==> config.mk <==
export PLATFORM = sky130hd
export DESIGN_NAME = i2c_master_bit_sequencer
export DESIGN_NICKNAME = d
export VERILOG_FILES = /design/src/i2cms_pkg.sv /design/src/i2c_master_bit_sequencer.sv /design/src/i2cms_front.sv /design/src/i2cms_back.sv
export VERILOG_INCLUDE_DIRS = /design/src /design/src/src
export SDC_FILE = /design/constraint.sdc
export NUM_CORES = 1
export LEC_CHECK = 0
export BUFFER_PORTS_ARGS = -buffer_cell sky130_fd_sc_hd__buf_2
export CAP_MARGIN = 20
export CORE_ASPECT_RATIO = 1.2
export CORE_UTILIZATION = 30
export DETAILED_ROUTE_END_ITERATION = 12
export PLACE_DENSITY_LB_ADDON = 0.12
export SLEW_MARGIN = 20
export SYNTH_ARGS = -nofsm -noshare
export SYNTH_HDL_FRONTEND = slang
export SYNTH_SLANG_ARGS = --single-unit
==> constraint.sdc <==
create_clock -name aclk -period 8.4 [get_ports aclk]
set_clock_uncertainty 0.15 [all_clocks]
set_input_delay 0.84 -clock aclk [delete_from_list [all_inputs] [get_ports aclk]]
set_output_delay 0.84 -clock aclk [all_outputs]
set_load 0.05 [all_outputs]
==> src/assert_macros.svh <==
// Assertion macros shared by the I2C master sequencer modules.
// No dependencies; included by the files that carry assertions.
`ifndef ASSERT_MACROS_SVH
`define ASSERT_MACROS_SVH

// Same-cycle implication, disabled while in reset.
`define ASSERT_IMPLIES(label, clk, rstn, ante, cons) \
    label: assert property (@(posedge clk) disable iff (!(rstn)) (ante) |-> (cons)) \
        else $error("assertion failed: same-cycle implication");

// Next-cycle implication, disabled while in reset.
`define ASSERT_NEXT(label, clk, rstn, ante, cons) \
    label: assert property (@(posedge clk) disable iff (!(rstn)) (ante) |=> (cons)) \
        else $error("assertion failed: next-cycle implication");

`endif

==> src/i2cms_pkg.sv <==
// Types and constants of the I2C master bit sequencer.
// No dependencies; used by all sequencer modules.
package i2cms_pkg;

    localparam int BITS_PER_BYTE = 8;

    typedef enum logic [2:0] {
        OP_IDLE  = 3'd0,
        OP_START = 3'd1,
        OP_STOP  = 3'd2,
        OP_WRITE = 3'd3,
        OP_READ  = 3'd4
    } op_t;

    // phase within one data bit: set SDA, SCL high, SCL low
    localparam logic [1:0] PH_DATA = 2'd0;
    localparam logic [1:0] PH_HIGH = 2'd1;
    localparam logic [1:0] PH_LOW  = 2'd2;

    localparam logic [4:0] DATA_SEGS     = 5'(BITS_PER_BYTE * 3);
    localparam logic [4:0] SEG_ACK       = DATA_SEGS;
    localparam logic [4:0] SEG_ACK_HIGH  = 5'(BITS_PER_BYTE * 3 + 1);
    localparam logic [4:0] LEN_START     = 5'd4;
    localparam logic [4:0] LEN_STOP      = 5'd3;
    localparam logic [4:0] LEN_BYTE      = 5'(BITS_PER_BYTE * 3 + 3);

    typedef struct packed {
        op_t                      op;
        logic [BITS_PER_BYTE-1:0] wr_data;
        logic                     send_ack;
        logic                     sda_in;
    } item_t;

    function automatic logic [4:0] seq_len(op_t op);
        case (op)
            OP_START: seq_len = LEN_START;
            OP_STOP:  seq_len = LEN_STOP;
            default:  seq_len = LEN_BYTE;
        endcase
    endfunction

endpackage

==> src/i2c_master_bit_sequencer.sv <==
// I2C master bit sequencer, one 5 us delay segment per tick item.
// A result is offered once its tick item has passed through the queue and then
// the output register.
// Throughput: one item per cycle while m_ready is high; a two-entry queue decouples decode from the
// sequencer, whose one-step update per item sets that rate.
// Reset (aresetn, synchronous, active low): idle, SCL and SDA high, SDA driven,
// queue and output register empty.
module i2c_master_bit_sequencer (
    input  logic        aclk,
    input  logic        aresetn,
    input  logic        s_valid,
    output logic        s_ready,
    input  logic [2:0]  s_cmd,
    input  logic [7:0]  s_wr_data,
    input  logic        s_send_ack,
    input  logic        s_sda_in,
    output logic        m_valid,
    input  logic        m_ready,
    output logic        m_scl_level,
    output logic        m_sda_level,
    output logic        m_sda_drive,
    output logic        m_ready_res,
    output logic [7:0]  m_read_byte,
    output logic        m_read_done
);

    logic             q_valid;
    logic             q_ready;
    i2cms_pkg::item_t q_item;

    i2cms_front u_front (
        .aclk       (aclk),
        .aresetn    (aresetn),
        .s_valid    (s_valid),
        .s_ready    (s_ready),
        .s_cmd      (s_cmd),
        .s_wr_data  (s_wr_data),
        .s_send_ack (s_send_ack),
        .s_sda_in   (s_sda_in),
        .q_valid    (q_valid),
        .q_ready    (q_ready),
        .q_item     (q_item)
    );

    i2cms_back u_back (
        .aclk        (aclk),
        .aresetn     (aresetn),
        .q_valid     (q_valid),
        .q_ready     (q_ready),
        .q_item      (q_item),
        .m_valid     (m_valid),
        .m_ready     (m_ready),
        .m_scl_level (m_scl_level),
        .m_sda_level (m_sda_level),
        .m_sda_drive (m_sda_drive),
        .m_ready_res (m_ready_res),
        .m_read_byte (m_read_byte),
        .m_read_done (m_read_done)
    );

endmodule

==> src/i2cms_front.sv <==
// Front end: accepts tick items, decodes the command code and queues them.
// Depends on i2cms_pkg and assert_macros.svh.
`include "assert_macros.svh"

module i2cms_front (
    input  logic                aclk,
    input  logic                aresetn,
    input  logic                s_valid,
    output logic                s_ready,
    input  logic [2:0]          s_cmd,
    input  logic [7:0]          s_wr_data,
    input  logic                s_send_ack,
    input  logic                s_sda_in,
    output logic                q_valid,
    input  logic                q_ready,
    output i2cms_pkg::item_t    q_item
);

    i2cms_pkg::item_t q_mem_reg [2];
    i2cms_pkg::item_t in_item;
    logic             wr_ptr_reg, wr_ptr_next;
    logic             rd_ptr_reg, rd_ptr_next;
    logic [1:0]       count_reg, count_next;
    logic             push, pop;

    // unknown codes act as no command
    always_comb begin
        in_item.wr_data  = s_wr_data;
        in_item.send_ack = s_send_ack;
        in_item.sda_in   = s_sda_in;
        case (s_cmd)
            3'(i2cms_pkg::OP_START): in_item.op = i2cms_pkg::OP_START;
            3'(i2cms_pkg::OP_STOP):  in_item.op = i2cms_pkg::OP_STOP;
            3'(i2cms_pkg::OP_WRITE): in_item.op = i2cms_pkg::OP_WRITE;
            3'(i2cms_pkg::OP_READ):  in_item.op = i2cms_pkg::OP_READ;
            default:                 in_item.op = i2cms_pkg::OP_IDLE;
        endcase
    end

    assign s_ready = (count_reg != 2'd2);
    assign q_valid = (count_reg != 2'd0);
    assign q_item  = q_mem_reg[rd_ptr_reg];
    assign push    = s_valid && s_ready;
    assign pop     = q_valid && q_ready;

    always_comb begin
        wr_ptr_next = push ? ~wr_ptr_reg : wr_ptr_reg;
        rd_ptr_next = pop  ? ~rd_ptr_reg : rd_ptr_reg;
        count_next  = count_reg + 2'(push) - 2'(pop);
    end

    always_ff @(posedge aclk) begin
        if (!aresetn) begin
            wr_ptr_reg <= 1'b0;
            rd_ptr_reg <= 1'b0;
            count_reg  <= 2'd0;
        end else begin
            wr_ptr_reg <= wr_ptr_next;
            rd_ptr_reg <= rd_ptr_next;
            count_reg  <= count_next;
        end
    end

    always_ff @(posedge aclk) begin
        if (push) begin
            q_mem_reg[wr_ptr_reg] <= in_item;
        end
    end

    `ASSERT_IMPLIES(a_count_max, aclk, aresetn, 1'b1, count_reg <= 2'd2)
    `ASSERT_IMPLIES(a_ptr_sync, aclk, aresetn,
        (count_reg == 2'd0) || (count_reg == 2'd2), wr_ptr_reg == rd_ptr_reg)

endmodule

==> src/i2cms_back.sv <==
// Back end: runs the bus segment sequencer, one queued tick per step,
// and holds each result in an output register. Depends on i2cms_pkg and assert_macros.svh.
`include "assert_macros.svh"

module i2cms_back (
    input  logic                aclk,
    input  logic                aresetn,
    input  logic                q_valid,
    output logic                q_ready,
    input  i2cms_pkg::item_t    q_item,
    output logic                m_valid,
    input  logic                m_ready,
    output logic                m_scl_level,
    output logic                m_sda_level,
    output logic                m_sda_drive,
    output logic                m_ready_res,
    output logic [7:0]          m_read_byte,
    output logic                m_read_done
);

    i2cms_pkg::op_t op_reg, op_next, cur_op;
    logic [4:0]     seg_reg, seg_next, cur_seg, seg_inc;
    logic [1:0]     phase_reg, phase_next, cur_phase;
    logic [7:0]     shift_reg, shift_next;
    logic           ack_reg, ack_next;
    logic           scl_reg, scl_next;
    logic           sda_reg, sda_next;
    logic           en_reg, en_next;
    logic           idle_res, done;
    logic           fire;

    logic           m_valid_reg;
    logic           ready_res_reg, read_done_reg;
    logic [7:0]     read_byte_reg;

    assign q_ready = !m_valid_reg || m_ready;
    assign fire    = q_valid && q_ready;

    always_comb begin
        op_next    = op_reg;
        seg_next   = seg_reg;
        phase_next = phase_reg;
        shift_next = shift_reg;
        ack_next   = ack_reg;
        scl_next   = scl_reg;
        sda_next   = sda_reg;
        en_next    = en_reg;
        idle_res   = 1'b0;
        done       = 1'b0;
        cur_op     = op_reg;
        cur_seg    = seg_reg;
        cur_phase  = phase_reg;
        seg_inc    = 5'd0;

        if (op_reg == i2cms_pkg::OP_IDLE) begin
            if (q_item.op != i2cms_pkg::OP_IDLE) begin
                cur_op    = q_item.op;
                cur_seg   = 5'd0;
                cur_phase = i2cms_pkg::PH_DATA;
                if (q_item.op == i2cms_pkg::OP_WRITE) begin
                    shift_next = q_item.wr_data;
                end else if (q_item.op == i2cms_pkg::OP_READ) begin
                    shift_next = 8'd0;
                    ack_next   = q_item.send_ack;
                end
            end else begin
                idle_res = 1'b1;
            end
        end

        case (cur_op)
            i2cms_pkg::OP_START: begin
                case (cur_seg[1:0])
                    2'd0: begin
                        en_next  = 1'b1;
                        sda_next = 1'b1;
                    end
                    2'd1: scl_next = 1'b1;
                    2'd2: sda_next = 1'b0;
                    default: scl_next = 1'b0;
                endcase
            end
            i2cms_pkg::OP_STOP: begin
                case (cur_seg[1:0])
                    2'd0: begin
                        en_next  = 1'b1;
                        sda_next = 1'b0;
                    end
                    2'd1: scl_next = 1'b1;
                    default: sda_next = 1'b1;
                endcase
            end
            i2cms_pkg::OP_WRITE: begin
                if (cur_seg < i2cms_pkg::DATA_SEGS) begin
                    case (cur_phase)
                        i2cms_pkg::PH_DATA: begin
                            sda_next   = shift_next[7];
                            shift_next = {shift_next[6:0], 1'b0};
                        end
                        i2cms_pkg::PH_HIGH: scl_next = 1'b1;
                        default: scl_next = 1'b0;
                    endcase
                end else if (cur_seg == i2cms_pkg::SEG_ACK) begin
                    en_next = 1'b0;     // slave ACK not sampled
                end else if (cur_seg == i2cms_pkg::SEG_ACK_HIGH) begin
                    scl_next = 1'b1;
                end else begin
                    scl_next = 1'b0;
                    en_next  = 1'b1;
                end
            end
            i2cms_pkg::OP_READ: begin
                if (cur_seg < i2cms_pkg::DATA_SEGS) begin
                    if (cur_seg == 5'd0) begin
                        en_next = 1'b0;
                    end
                    case (cur_phase)
                        i2cms_pkg::PH_HIGH: begin
                            scl_next   = 1'b1;
                            shift_next = {shift_next[6:0], q_item.sda_in};
                        end
                        i2cms_pkg::PH_LOW: scl_next = 1'b0;
                        default: ;
                    endcase
                end else if (cur_seg == i2cms_pkg::SEG_ACK) begin
                    en_next  = 1'b1;
                    sda_next = !ack_next;
                end else if (cur_seg == i2cms_pkg::SEG_ACK_HIGH) begin
                    scl_next = 1'b1;
                end else begin
                    scl_next = 1'b0;
                    sda_next = 1'b1;
                    done     = 1'b1;
                end
            end
            default: ;
        endcase

        if (cur_op != i2cms_pkg::OP_IDLE) begin
            seg_inc = cur_seg + 5'd1;
            if (seg_inc >= i2cms_pkg::seq_len(cur_op)) begin
                op_next    = i2cms_pkg::OP_IDLE;
                seg_next   = 5'd0;
                phase_next = i2cms_pkg::PH_DATA;
            end else begin
                op_next    = cur_op;
                seg_next   = seg_inc;
                phase_next = (cur_phase == i2cms_pkg::PH_LOW) ? i2cms_pkg::PH_DATA
                                                              : cur_phase + 2'd1;
            end
        end
    end

    always_ff @(posedge aclk) begin
        if (!aresetn) begin
            op_reg      <= i2cms_pkg::OP_IDLE;
            seg_reg     <= 5'd0;
            phase_reg   <= i2cms_pkg::PH_DATA;
            shift_reg   <= 8'd0;
            ack_reg     <= 1'b0;
            scl_reg     <= 1'b1;
            sda_reg     <= 1'b1;
            en_reg      <= 1'b1;
            m_valid_reg <= 1'b0;
        end else begin
            if (fire) begin
                op_reg    <= op_next;
                seg_reg   <= seg_next;
                phase_reg <= phase_next;
                shift_reg <= shift_next;
                ack_reg   <= ack_next;
                scl_reg   <= scl_next;
                sda_reg   <= sda_next;
                en_reg    <= en_next;
            end
            if (q_ready) begin
                m_valid_reg <= q_valid;
            end
        end
    end

    // result payload; pin levels are read straight from the state registers
    always_ff @(posedge aclk) begin
        if (fire) begin
            ready_res_reg <= idle_res;
            read_done_reg <= done;
            read_byte_reg <= done ? shift_next : 8'd0;
        end
    end

    assign m_valid     = m_valid_reg;
    assign m_scl_level = scl_reg;
    assign m_sda_level = sda_reg;
    assign m_sda_drive = en_reg;
    assign m_ready_res = ready_res_reg;
    assign m_read_done = read_done_reg;
    assign m_read_byte = read_byte_reg;

    `ASSERT_IMPLIES(a_seg_range, aclk, aresetn, 1'b1, seg_reg < i2cms_pkg::LEN_BYTE)
    `ASSERT_IMPLIES(a_idle_clear, aclk, aresetn, op_reg == i2cms_pkg::OP_IDLE,
        (seg_reg == 5'd0) && (phase_reg == i2cms_pkg::PH_DATA))
    `ASSERT_IMPLIES(a_done_pins, aclk, aresetn, m_valid_reg && read_done_reg,
        !ready_res_reg && !scl_reg && sda_reg && en_reg && (op_reg == i2cms_pkg::OP_IDLE))
    `ASSERT_NEXT(a_stall_hold, aclk, aresetn, m_valid_reg && !m_ready,
        m_valid_reg && $stable(scl_reg) && $stable(seg_reg) && $stable(op_reg))

endmodule
==> out/results.tsv, run 1 <==
metric	value	unit
hold_viol	0	
place.gp.congestion	0.7886	
min_period_over_period	46.44	%
mostFrequentLayoutCell	edfxtp_1	
maxSlewHeadroom	32.50	%
tns	0	ps
track_usage	14.43	%
cts_max_level	3	
final_util	36.17	%
drc	0	
critPathLaunchType	flop	
rows	42	
fin_nets	392	
fp.dieW	99.57	um
grt_max_degree	26	
grt_pass1_vias	2527	
ir_drop	0.1036	mV
post_cts_resized	0	
ys_warn_count	0	
routed_wl	7942	um
io_buffers	31	
gr-total-overflow	0	
insertion_delay	330	ps
path_clk_slew	60	ps
netlist_area	3427	um2
cap_violations	0	
fmax	256.3	MHz
drt_pass1_iterations	4	
dp_hpwl	5765	um
antenna_cells	0	
cts_sinks	64	
tightest_slew	1011	ps
ant_nets	0	
cts_root_buffer	clkbuf_16	
wire_per_inst	15.19	um
cts_hold_buf	0	
coreArea	11090	um2
critical_path_class	reg2reg	
ios	32	
postSynthAreaPerCell	10.17	um2
cp_max_fo	25	
hold_class	reg2reg	
arrival	4010	ps
rr_worst_depth	13	
post_cts_buffers	0	
rsz0062_at_grt	false	
cts_max_path_buffers	2	
viasPerCell	5.067	
async_reset_ff_share	0	%
cp-end-kind	flop	
status	finished, final reports clean	
cts_buffers	9	
drive_above_1_share	18.43	%
vias	2650	
setup_violations	0	
hold_start	u_back.seg_reg[0]	
dieArea	11860	um2
leakage	1.485	nW
mostFrequentLayoutCells	36 x edfxtp_1, 33 x nor2_1, 31 x buf_2	
ys.flop_type	edfxtp_1	
period_minus_slack	3901	ps
grt_pass1_wl	13050	um
required	8510	ps
tritoncts	built	
min_path_cells	2	
die_h	119.1	um
fillers	1159	
syn_nets	365	
worst_hold_path.endpoint	u_back.seg_reg[0]	
largest_reg_flops	26	
cellPowerDensity	364.8	nW/um2
ys_seq_area_share	47.90	%
antenna_found_initial	0	
synth-edff-count	36	
r2r_end	u_back.phase_reg[0]	
r2r_slack	4500	ps
start_util	30.91	%
drv_slew	0	
ys_ff_latch	64	
drt_iter0_drc	143	
netlist_instances	337	
ys_types	70	
area_growth	17.01	%
## worst max path at each step
stage	endpoint	cells past startpoint
floorplan	u_back.phase_reg[0]	15
global placement	u_back.phase_reg[0]	13
detailed placement	u_back.phase_reg[0]	13
CTS	u_back.phase_reg[0]	13
global route	u_back.phase_reg[0]	13
finish	u_back.phase_reg[0]	13
## per-layer routing
layer,vias to the layer above,wire length [um],track usage [%]
met4,0,156,7.261
met5,-,0,0
li1,1306,-,-
met1,1275,3626,17.34
met3,11,306,3.991
met2,58,3852,23.52
## synth_stat cells (2+ instances only)
cell       count  area, um2
mux2_2         6      67.56
mux2i_1       15      150.1
o21a_1         7      52.55
o31ai_1        2      15.01
and2_1         4      25.02
nor2_1        34      127.6
nor2b_1        3      18.77
buf_2          3      15.01
nand3b_1       2      15.01
nor3_1        10      50.05
ha_1          11      137.6
nand2b_1       5      31.28
xnor2_1        5      43.79
a2111oi_0      2      17.52
and3_1         2      12.51
nand3_1       19      95.09
a31oi_1        6      37.54
inv_1         15      56.30
o21ai_0       11      55.05
nor3_2         2      20.02
or2_2          2      12.51
dfxtp_1       28      560.5
xor2_1         4      35.03
edfxtp_1      36       1081
clkbuf_1      10      37.54
o311ai_1       5      43.79
nor3b_1        2      15.01
or3_1          7      43.79
nand2_1       21      78.83
a21oi_1       18      90.09
## cell families after synthesis
family,count (synthesis),synth area share [%]
adder cells (fa/ha/maj),11,4.016
AO/OA/AOI/OAI,76,16.21
AND/OR/NAND/NOR,125,19.61
buffers and inverters,31,3.614
multiplexers,21,6.352
flip-flops,64,47.90
XOR/XNOR,9,2.300
## worst max-delay path, stage by stage, from the launching register on
cell	delay [ps]
dfxtp_1	980
nor4_1	250
or3_4	480
nand2_1	170
inv_1	110
ha_1	230
nand3_1	100
xor2_1	150
nor2_1	70
ha_1	340
a21oi_1	130
o21a_1	340
o211ai_1	150
a21oi_1	170
## power breakdown
group | total (mW) | switching (mW) | internal (mW)
Sequential | 0.475 | 0.0638 | 0.411
Clock | 0.370 | 0.141 | 0.229
Combinational | 0.617 | 0.405 | 0.212
Total | 1.46 | 0.610 | 0.853
## cell type report
| class | instances | area, um2 | share of cell area [%] |
|---|---|---|---|
| Timing Repair Buffer | 31 | 155.1 | 3.869 |
| Tap cell | 154 | 192.7 | 4.805 |
| Sequential cell | 64 | 1642 | 40.94 |
| Clock buffer | 9 | 225.2 | 5.616 |
| Inverter | 16 | 60.06 | 1.498 |
| Multi-Input combinational cell | 242 | 1664 | 41.50 |
| Clock inverter | 7 | 71.32 | 1.778 |
## metrics by stage
stage          instance area, um2  hold slack, ps  worst slack, ps  std cells  power, mW
6_report                     4010           343.1             4499        523      1.463
5_1_grt                      4010           373.1             4093        523      1.562
4_1_cts                      4010           337.3             4456        523      1.478
3_5_place_dp                 3714           329.1             4468        507      1.101
3_3_place_gp                 3711           320.3             4571        507      1.099
2_1_floorplan                3427           295.4             5147        337     0.9522
No activity file was read; power rests on OpenSTA's default activity.
==> inputs of run 2 (changes only) <==
- clock period: 8.4 -> 3.8 ns (I/O delays scaled with it)
==> run 2 against run 1 <==
  * Final cell count is 0.96% higher
  * Register-to-register slack worse by 4200 ps
  * Combinational power is 130% higher
  * Non-clock buffer count is 5 higher
  * Critical path depth stayed put
  * Largest power group unchanged
  * Routed wire length is 2.3% higher
  * Clock power is 140% higher
  * Hold slack worse by 260 ps
  * Die area stayed put
  * Setup slack worse by 4200 ps
==> out/results.tsv, run 2 (same netlist as run 1, synthesis figures left out) <==
metric	value	unit	change
required	3900	ps	was 8510 ps
grt_pass1_wl	13300	um	was 13,050 um
fp.dieW	99.57	um	unchanged
cp-end-kind	flop		unchanged
cts_max_path_buffers	2		unchanged
drt_iter0_drc	132		was 143
fillers	1137		was 1,159
mostFrequentLayoutCell	edfxtp_1		unchanged
place.gp.congestion	0.7565		was 0.7886
arrival	3580	ps	was 4010 ps
rows	42		unchanged
rsz0062_at_grt	false		unchanged
ant_nets	0		unchanged
cp_max_fo	12		was 25
hold_viol	0		unchanged
fmax	288.0	MHz	was 256.3 MHz
mostFrequentLayoutCells	36 x edfxtp_1, 33 x nor2_1, 31 x buf_2		unchanged
fin_nets	397		was 392
p_seq_share	30.3	%	was 32.5%
cellPowerDensity	815.4	nW/um2	was 364.8 nW/um2
status	finished, final reports clean		unchanged
tightest_slew	676.6	ps	was 1011 ps
tritoncts	built		unchanged
tns	0	ps	unchanged
swShare	40.66	%	was 41.69%
p_int	1.977	mW	was 853.0 uW
track_usage	14.93	%	was 14.43%
cts_root_buffer	clkbuf_16		unchanged
drt_pass1_iterations	4		unchanged
cap_violations	0		unchanged
coreArea	11090	um2	unchanged
whs	81.88	ps	was 343.1 ps
insertion_delay	340	ps	was 330 ps
die_h	119.1	um	unchanged
seq_area	1642	um2	unchanged
hold_class	in2reg		was reg2reg
vias	2604		was 2,650
switching_power	1.355	mW	was 609.9 uW
ir_drop	0.2417	mV	was 0.1036 mV
cts_hold_buf	0		unchanged
setup_violations	0		unchanged
grt_pass1_vias	2548		was 2,527
leakage	1.528	nW	was 1.485 nW
comb_power_share	43.2	%	was 42.2%
gr-total-overflow	0		unchanged
rr_worst_depth	13		unchanged
path_clk_slew	60	ps	about the same
drc	0		unchanged
antenna_found_initial	0		unchanged
area_growth	19.24	%	was 17.01%
viasPerCell	4.932		was 5.067
critPathLaunchType	flop		unchanged
dieArea	11860	um2	unchanged
cts_sinks	64		unchanged
drv_slew	0		unchanged
wire_per_inst	15.39	um	was 15.19 um
clkPwrFrac	26.5	%	was 25.3%
cts_max_level	3		unchanged
multi_input_area	1680	um2	was 1664 um2
grt_max_degree	25		was 26
ios	32		unchanged
routed_wl	8128	um	was 7942 um
antenna_cells	0		unchanged
start_util	30.91	%	unchanged
largest_reg_flops	26		unchanged
drive_above_1_share	20.05	%	was 18.43%
io_buffers	31		unchanged
cts_buffers	9		unchanged
critical_path_class	reg2reg		unchanged
period_minus_slack	3472	ps	was 3901 ps
min_period_over_period	91.36	%	was 46.44%
min_path_cells	1		was 2
dp_hpwl	5856	um	was 5765 um
maxSlewHeadroom	54.85	%	was 32.50%
-- run 2: cell count changes in the layout (fill, tap and decap cells not counted) --
cell        delta
o21a_1         -1
nor4b_4        +1
clkinvlp_4     -1
bufinv_16      +1
nor4b_2        -1
nor4_1         -1
nor4_2         +1
buf_4          +5
o21a_2         +1
-- run 2: power groups by stage --
stage                     logic (mW)  registers (mW)  clock network (mW)
after floorplan                0.936            1.17                   0
final                           1.44            1.01               0.882
after global placement          1.44            1.02                   0
after CTS                       1.44            1.01               0.898
after detailed placement        1.43            1.02                   0
after global routing            1.60            1.03               0.933
-- run 2: timing repair --
item                       CTS  global route
setup endpoints to repair    0            10
resized for setup            0             3
buffers inserted             0             0
-- run 2: critical path, cell delays in order, from the launching register on --
cell,delay (ps)
dfxtp_1,440
or3_1,450
or3_4,440
nand2_1,180
inv_1,110
ha_1,230
nand3_1,100
xor2_1,150
nor2_1,70
ha_1,340
a21oi_1,140
o21a_2,270
o211ai_1,120
a21oi_1,180
-- run 2: routing by layer --
metal / vias up / track usage, % / share of wire (%)
met4: 0 / 7.996 / 2.1
met1: 1212 / 18.82 / 47
met2: 58 / 23.26 / 47
met3: 13 / 3.873 / 3.6
li1: 1321 / - / -
met5: - / 0 / 0
-- run 2: final timing paths --
path / start / end / slack (ps)
max: u_back.op_reg[0] / u_back.phase_reg[0] / 330
min: s_wr_data[4] / u_front.q_mem_reg[1][6] / 80
max reg2reg: u_back.op_reg[0] / u_back.phase_reg[0] / 330
min reg2reg: u_back.seg_reg[0] / u_back.seg_reg[0] / 330
-- run 2: cell type report --
type,instances,share of cell area [%]
multi-input cells,242,41.12
inverters,16,1.470
well taps,154,4.715
clock inverters,7,2.296
flip-flops and latches,64,40.17
clock buffers,9,5.511
repair buffers,36,4.715
-- run 2: per-stage QoR --
stage | cells | area (um2) | total power, mW | worst slack (ps) | util, %
2_1_floorplan | 337 | 3427 | 2.105 | 546.9 | -
3_3_place_gp | 512 | 3749 | 2.454 | 332.8 | 33.81
5_1_grt | 528 | 4086 | 3.563 | 44.65 | 36.85
3_5_place_dp | 512 | 3751 | 2.456 | 168.9 | 33.83
6_report | 528 | 4086 | 3.332 | 328.2 | 36.85
4_1_cts | 528 | 4070 | 3.351 | 139.4 | 36.71
